$ cat config.mk
export PLATFORM = sky130hd
export DESIGN_NAME = tbig_bisect_unit
export DESIGN_NICKNAME = d
export VERILOG_FILES = /design/src/rtl/core/triangle_bisection_index_generator_assert.svh /design/src/rtl/core/tbig_pkg.sv /design/src/rtl/core/tbig_bisect_unit.sv
export SDC_FILE = /design/constraint.sdc
export NUM_CORES = 1
export LEC_CHECK = 0
export ABC_AREA = 1
export BUFFER_PORTS_ARGS = -buffer_cell sky130_fd_sc_hd__buf_2
export CAP_MARGIN = 20
export CORE_UTILIZATION = 39
export DETAILED_ROUTE_END_ITERATION = 12
export MAX_ROUTING_LAYER = met4
export PLACE_DENSITY = 0.67
export REMOVE_ABC_BUFFERS = 1
export SLEW_MARGIN = 10
export SYNTH_ARGS = -nofsm -noshare
export SYNTH_HDL_FRONTEND = slang
export SYNTH_SLANG_ARGS = --single-unit
$ cat constraint.sdc
create_clock -name i_clk -period 2.2 [get_ports i_clk]
set_clock_uncertainty 0.05 [all_clocks]
set_input_delay 0.33 -clock i_clk [delete_from_list [all_inputs] [get_ports i_clk]]
set_output_delay 0.33 -clock i_clk [all_outputs]
set_load 0.005 [all_outputs]
$ cat src/rtl/core/triangle_bisection_index_generator_assert.svh
// Assertion macros for the triangle bisection index generator.
// No dependencies; included by RTL files that carry assertions.
`ifndef TRIANGLE_BISECTION_INDEX_GENERATOR_ASSERT_SVH
`define TRIANGLE_BISECTION_INDEX_GENERATOR_ASSERT_SVH

`ifndef SYNTH
// same-cycle implication
`define TBIG_ASSERT_IMP(lbl, clk, rst_n, ante, cons) \
    lbl: assert property (@(posedge clk) disable iff (!(rst_n)) (ante) |-> (cons)) \
        else $error("tbig assertion failed: same-cycle check");
// next-cycle implication
`define TBIG_ASSERT_NXT(lbl, clk, rst_n, ante, cons) \
    lbl: assert property (@(posedge clk) disable iff (!(rst_n)) (ante) |=> (cons)) \
        else $error("tbig assertion failed: next-cycle check");
`else
`define TBIG_ASSERT_IMP(lbl, clk, rst_n, ante, cons)
`define TBIG_ASSERT_NXT(lbl, clk, rst_n, ante, cons)
`endif

`endif

$ cat src/rtl/core/tbig_pkg.sv
// Package for the triangle bisection index generator: widths, codes, types.
// No dependencies.
`timescale 1ns / 1ps
`default_nettype none

package tbig_pkg;

    localparam int VTX_W   = 16;  // vertex field width
    localparam int LEVEL_W = 3;   // level / depth width
    localparam int ERR_W   = 2;
    localparam int CFG_A_W = 2;   // register index width
    localparam int CFG_D_W = 16;  // widest register

    localparam int MAX_LEVEL_DEF  = 7;
    localparam int INDEX_BITS_DEF = 16;

    localparam logic [VTX_W-1:0]   ROOT_APEX_RST  = 16'd72;
    localparam logic [VTX_W-1:0]   ROOT_LEFT_RST  = 16'd0;
    localparam logic [VTX_W-1:0]   ROOT_RIGHT_RST = 16'd80;
    localparam logic [LEVEL_W-1:0] TREE_DEPTH_RST = 3'd7;

    typedef logic [VTX_W-1:0] t_vtx;

    typedef enum logic [ERR_W-1:0] {
        ERR_NONE  = 2'd0,
        ERR_ABOVE = 2'd1,
        ERR_ZERO  = 2'd2
    } t_err;

    typedef enum logic [CFG_A_W-1:0] {
        CFG_ROOT_APEX  = 2'd0,
        CFG_ROOT_LEFT  = 2'd1,
        CFG_ROOT_RIGHT = 2'd2,
        CFG_TREE_DEPTH = 2'd3
    } t_cfg_reg;

    typedef enum logic {
        ST_IDLE,
        ST_WALK
    } t_state;

    // sequencer -> bisection unit
    typedef struct packed {
        logic load;      // take root triangle
        logic advance;   // descend one level
        logic go_right;  // pick right child on advance
    } t_step_ctl;

endpackage

`default_nettype wire

$ cat src/rtl/core/tbig_bisect_unit.sv
// Shared bisection unit: holds the working triangle, loads the root and
// steps to the left or right child (floor midpoint of the hypotenuse).
// Depends on tbig_pkg.
`timescale 1ns / 1ps
`default_nettype none

module tbig_bisect_unit import tbig_pkg::*; #(
    parameter int INDEX_BITS = INDEX_BITS_DEF
) (
    input  wire logic                  i_clk,
    input  wire t_step_ctl             i_ctl,
    input  wire logic [INDEX_BITS-1:0] i_root_apex,
    input  wire logic [INDEX_BITS-1:0] i_root_left,
    input  wire logic [INDEX_BITS-1:0] i_root_right,
    output logic      [INDEX_BITS-1:0] o_apex,
    output logic      [INDEX_BITS-1:0] o_left,
    output logic      [INDEX_BITS-1:0] o_right
);

    logic [INDEX_BITS-1:0] r_apex, r_left, r_right;
    logic [INDEX_BITS-1:0] n_apex, n_left, n_right;
    logic [INDEX_BITS:0]   sum;
    logic [INDEX_BITS-1:0] mid;

    // one-bit-wider sum, so the halving never drops a carry
    assign sum = {1'b0, r_left} + {1'b0, r_right};
    assign mid = sum[INDEX_BITS:1];

    always_comb begin
        n_apex  = r_apex;
        n_left  = r_left;
        n_right = r_right;
        if (i_ctl.load) begin
            n_apex  = i_root_apex;
            n_left  = i_root_left;
            n_right = i_root_right;
        end else if (i_ctl.advance) begin
            n_apex = mid;
            if (i_ctl.go_right) begin
                n_left  = r_right;
                n_right = r_apex;
            end else begin
                n_left  = r_apex;
                n_right = r_left;
            end
        end
    end

    always_ff @(posedge i_clk) begin
        r_apex  <= n_apex;
        r_left  <= n_left;
        r_right <= n_right;
    end

    assign o_apex  = r_apex;
    assign o_left  = r_left;
    assign o_right = r_right;

endmodule

`default_nettype wire

Word level (Yosys, flattened, before mapping) --
Index checks and enable logic that the tools add are counted. Widths: inputs -> output; s select.
Storage, ports and cells: register bits 48, input bits 52, output and inout bits 48, logic and storage cells 13
Cells by class: add/sub/neg operators 1, mux-type cells 8, reduce and logical (&&, ||, !) cells 1
Operators with widths (count):
- $mux 16 | 8
- $add 16x16->17 | 1
- $reduce_bool 2->1 | 1

Logic depth before layout (Yosys ltp) --
word-level depth 3, mapped depth 12, mapped depth without buffers 12

Worst setup path before layout --
No wires, ideal clock.
path kind reg-to-reg, start point reg r_left[0], in the netlist o_left[0], end point reg r_apex[5], in the netlist o_apex[5], data pin, library setup time 0.253 ns, data arrival time 1.512 ns, data required time 1.897 ns, setup slack 0.385 ns, stages on the path, launching flop included 11, buffers on the path 0, period minus slack after synthesis 1.815 ns, cell sequence edfxtp_1 -> nand2_1 -> inv_1 -> fa_1 -> nand2_2 -> nand2_1 -> nand3b_1 -> nand2_1 -> or2_1 -> nand3_1 -> nand2_1
On the way: word-level cells in the longest chain between the ends 3
RTL lines:
- from (decl) | line tbig_bisect_unit.sv:20 | logic [INDEX_BITS-1:0] r_apex, r_left, r_right;
- from (signal assigned) | line tbig_bisect_unit.sv:51 | r_left <= n_left;
- $add 16x16->17 | line tbig_bisect_unit.sv:26 | assign sum = {1'b0, r_left} + {1'b0, r_right};
- $mux 16 | line tbig_bisect_unit.sv:37 | end else if (i_ctl.advance) begin
- $mux 16 | line tbig_bisect_unit.sv:33 | if (i_ctl.load) begin
- named net n_apex[5] | line tbig_bisect_unit.sv:21 | logic [INDEX_BITS-1:0] n_apex, n_left, n_right;
- to (signal assigned) | line tbig_bisect_unit.sv:50 | r_apex <= n_apex;
- to (decl) | line tbig_bisect_unit.sv:20
The timed path passes the listed nets, and every way through them passes these cells. The select of a mux whose other input is x is not followed. A chain may end at the register's enable or synchronous reset.

Worst setup path after layout --
start point reg r_right[0], in the netlist o_right[0], end point reg r_apex[5], in the netlist o_apex[5], data pin
On the way: word-level cells in the longest chain between the ends 3
RTL lines:
- from (decl) | line tbig_bisect_unit.sv:20
- from (signal assigned) | line tbig_bisect_unit.sv:52 | r_right <= n_right;
- $add 16x16->17 | line tbig_bisect_unit.sv:26
- $mux 16 | line tbig_bisect_unit.sv:37
- $mux 16 | line tbig_bisect_unit.sv:33
- named net n_apex[5] | line tbig_bisect_unit.sv:21
The timed path passes the listed nets, and every way through them passes these cells. The select of a mux whose other input is x is not followed.

==> results.toml <==
[status]
status = "completed"

[detailed_routing]
vias = 3043
drtAntennaViolNets = 0
drt-initial-drc-count = 152
firstDrtPassIters = 5
totalWireLength_mm = 7.92
drc_errors = 0
routedWlPerCell_um = 12.8
viasPerCell = 4.92

[power_and_ir_drop]
p_per_area_mw_per_mm2 = 714
p_leak_nw = 1.99
ir_drop_mv = 0.308
total_power_mw = 2.83

[global_route]
grtUsageMet3_pct = 3.58
grt-ovfl-total = 0
gr-max-usage-layer = "met2"
grt_pass1_wl_mm = 13.1
use_met2_pct = 29.2
grt_util_met1_pct = 27.5
grt_usage_pct = 19.8
grt_pass1_vias = 2790
antenna_found_initial = 0
grt_start_max_net_pins = 65

[cts]
htree_levels = 2
numCtsBuffers = 5
cts_hold_buf = 0
cts_resized = 0
worstSkewPairLatency_ns = 0.30
cts_tree = "done"
cts_setup_buffers = 0
clockBufferDepth = 2
cts.sinks = 48
path_clk_slew_ns = 0.09
root_buffer = "clkbuf_8"

[worst_hold_path]
hold_path.class = "input pin to register"
hp-start = "i_root_apex[14]"
hold_depth = 3
whs_endpoint = "o_apex[14]"

[timing]
setup_viol = 0
setup_tns_ns = 0
slew_headroom_pct = 65.5
hold_viol_final = 0
finalMaxSlewViolations = 0
fin_crit_sh_pct = 90.1
period_needed_ns = 1.98
rsz0062_at_grt = "false"
max_freq_ghz = 0.505
tightest_slew_ns = 0.518

[yosys]
yosysTopAreaCellShare_pct = 44.5
synth_edf_count = 48
yosys.area.top_type = "edfxtp_1"
synth.avg_cell_area_um2 = 7.71
netlist_instances = 420
synthTopCellsByArea = "edfxtp_1 (44%), nand2_1 (16%), o21ai_0 (8.0%)"
synthArstFlopShare_pct = 0
synth.distinct_cells = 25
ys.warnings.count = 0
synth-main-ff-cell = "edfxtp_1"
ys_seq_elements = 48
ys_seq_area_share_pct = 44.5
synth_area_mm2 = 0.00324

[floorplanning]
die_area_mm2 = 0.00867
pin_count = 100
rows = 32
coreArea_mm2 = 0.00789
initial_core_util_pct = 41.1
dieWidth_um = 93.1
die_y_um = 93.1

[placed_design]
dpl.hpwl_mm = 5.92
place_area_mm2 = 0.00386
place_congestion = 0.894
numPortBuffers = 99

[worst_setup_path]
critPathCaptureType = "register"
cp_cell_sequence = "nand2_1 > inv_1 > fa_1 > nand2_2 > nand2_1 > nand3b_1 > nand2_1 > or2_1 > nand3_1 > nand2_1"
crit_buf_inv = 1
r2r-end = "o_apex[5]"
rrSetupSlack_ns = 0.22
crit_slowest_cell = "edfxtp_1"
crit_top_cell = "nand2_1"
startpoint_type = "register"
ff2ff_path_depth = 10
critPathTopFamily = "simple AND/OR/NAND/NOR gates"
r2r-start = "o_right[0]"
arrival_ns = 2.00
path_class = "register to register"
critPathMaxFanout = 4
required_ns = 2.22
critPathMaxStageDelay_ns = 0.42

[finish]
antenna_cells = 0
fin_nets = 584
drive_above_1_share_pct = 23.4
syn_to_final_growth_pct = 22.5
finalInstanceArea_mm2 = 0.00397
layout_common_cells = "nand2_1 (139), buf_2 (99), inv_1 (56)"
final_common_cell = "nand2_1"

[job]
max_cap_violations = 0
==> layout make-up <==
class / count / area (um2)
clock buffer: 6 / 72.6
clock inverter: 2 / 35.0
fill: 752 / 3920
inverter: 56 / 210
multi-input combinational: 299 / 1510
sequential: 48 / 1440
tap: 102 / 128
timing repair buffer: 106 / 573
==> tightest hold or removal path, delay by kind of cell <==
| kind | cells | cell delay (ns) |
|---|---|---|
| simple gates | 2 | 0.09 |
| buf+inv | 1 | 0.08 |
==> how the worst max path moves through the flow <==
stage / end / from / slack (ns) / cells after the start
2_1_floorplan: o_apex[5] / o_left[0] / 0.37 / 10
3_3_place_gp: o_apex[5] / o_left[0] / 0.29 / 10
3_5_place_dp: o_apex[5] / o_left[1] / 0.24 / 8
4_1_cts: o_apex[5] / o_left[1] / 0.23 / 8
5_1_grt: o_apex[13] / o_right[0] / 0.07 / 11
6_report: o_apex[5] / o_right[0] / 0.22 / 10
==> logic make-up after synthesis <==
group | count (synthesis) | share of synthesized area, %
and+or+nand+nor | 183 | 23.0
AOI/OAI and AO/OA | 99 | 16.9
buffers and inverters | 73 | 8.92
DFF | 48 | 44.5
adders and majority gates | 16 | 6.41
xor gates and xnor gates | 1 | 0.270
==> through the flow <==
step           hold WS, ns  utilization [%]  worst slack (ns)  std cells
6_report             0.238             50.3             0.218        619
3_3_place_gp         0.549             48.7             0.293        610
3_5_place_dp         0.554             49.0             0.240        611
5_1_grt              0.233             50.3            0.0696        619
2_1_floorplan        0.461                -             0.373        403
4_1_cts              0.230             50.3             0.226        619
==> routing by layer <==
layer	vias up	wire length [um]	share of wire, %
met5	-	0	0
met4	0	155	2.0
met3	11	457	5.8
met2	92	3430	43
met1	1371	3880	49
li1	1569	-	-
==> where the power goes <==
group | total [mW] | switching, mW | internal, mW
sequential | 1.25 | 0.0864 | 1.17
combinational | 0.940 | 0.551 | 0.389
clock | 0.639 | 0.302 | 0.338
==> state kept, by name, summed over array words and instances (netlist names) <==
register / count
o_apex: 16
o_right: 16
o_left: 16
==> cells in the mapped netlist, drive strengths merged, types with 6 or more instances <==
cell and number:
clkbuf 6, nand3 16, inv 56, a21oi 28, buf 11, nand2 143
edfxtp 48, nor2 14, o21a 16, ha 15, o21ai 53
Note: power is estimated with default switching activity, not from simulation.
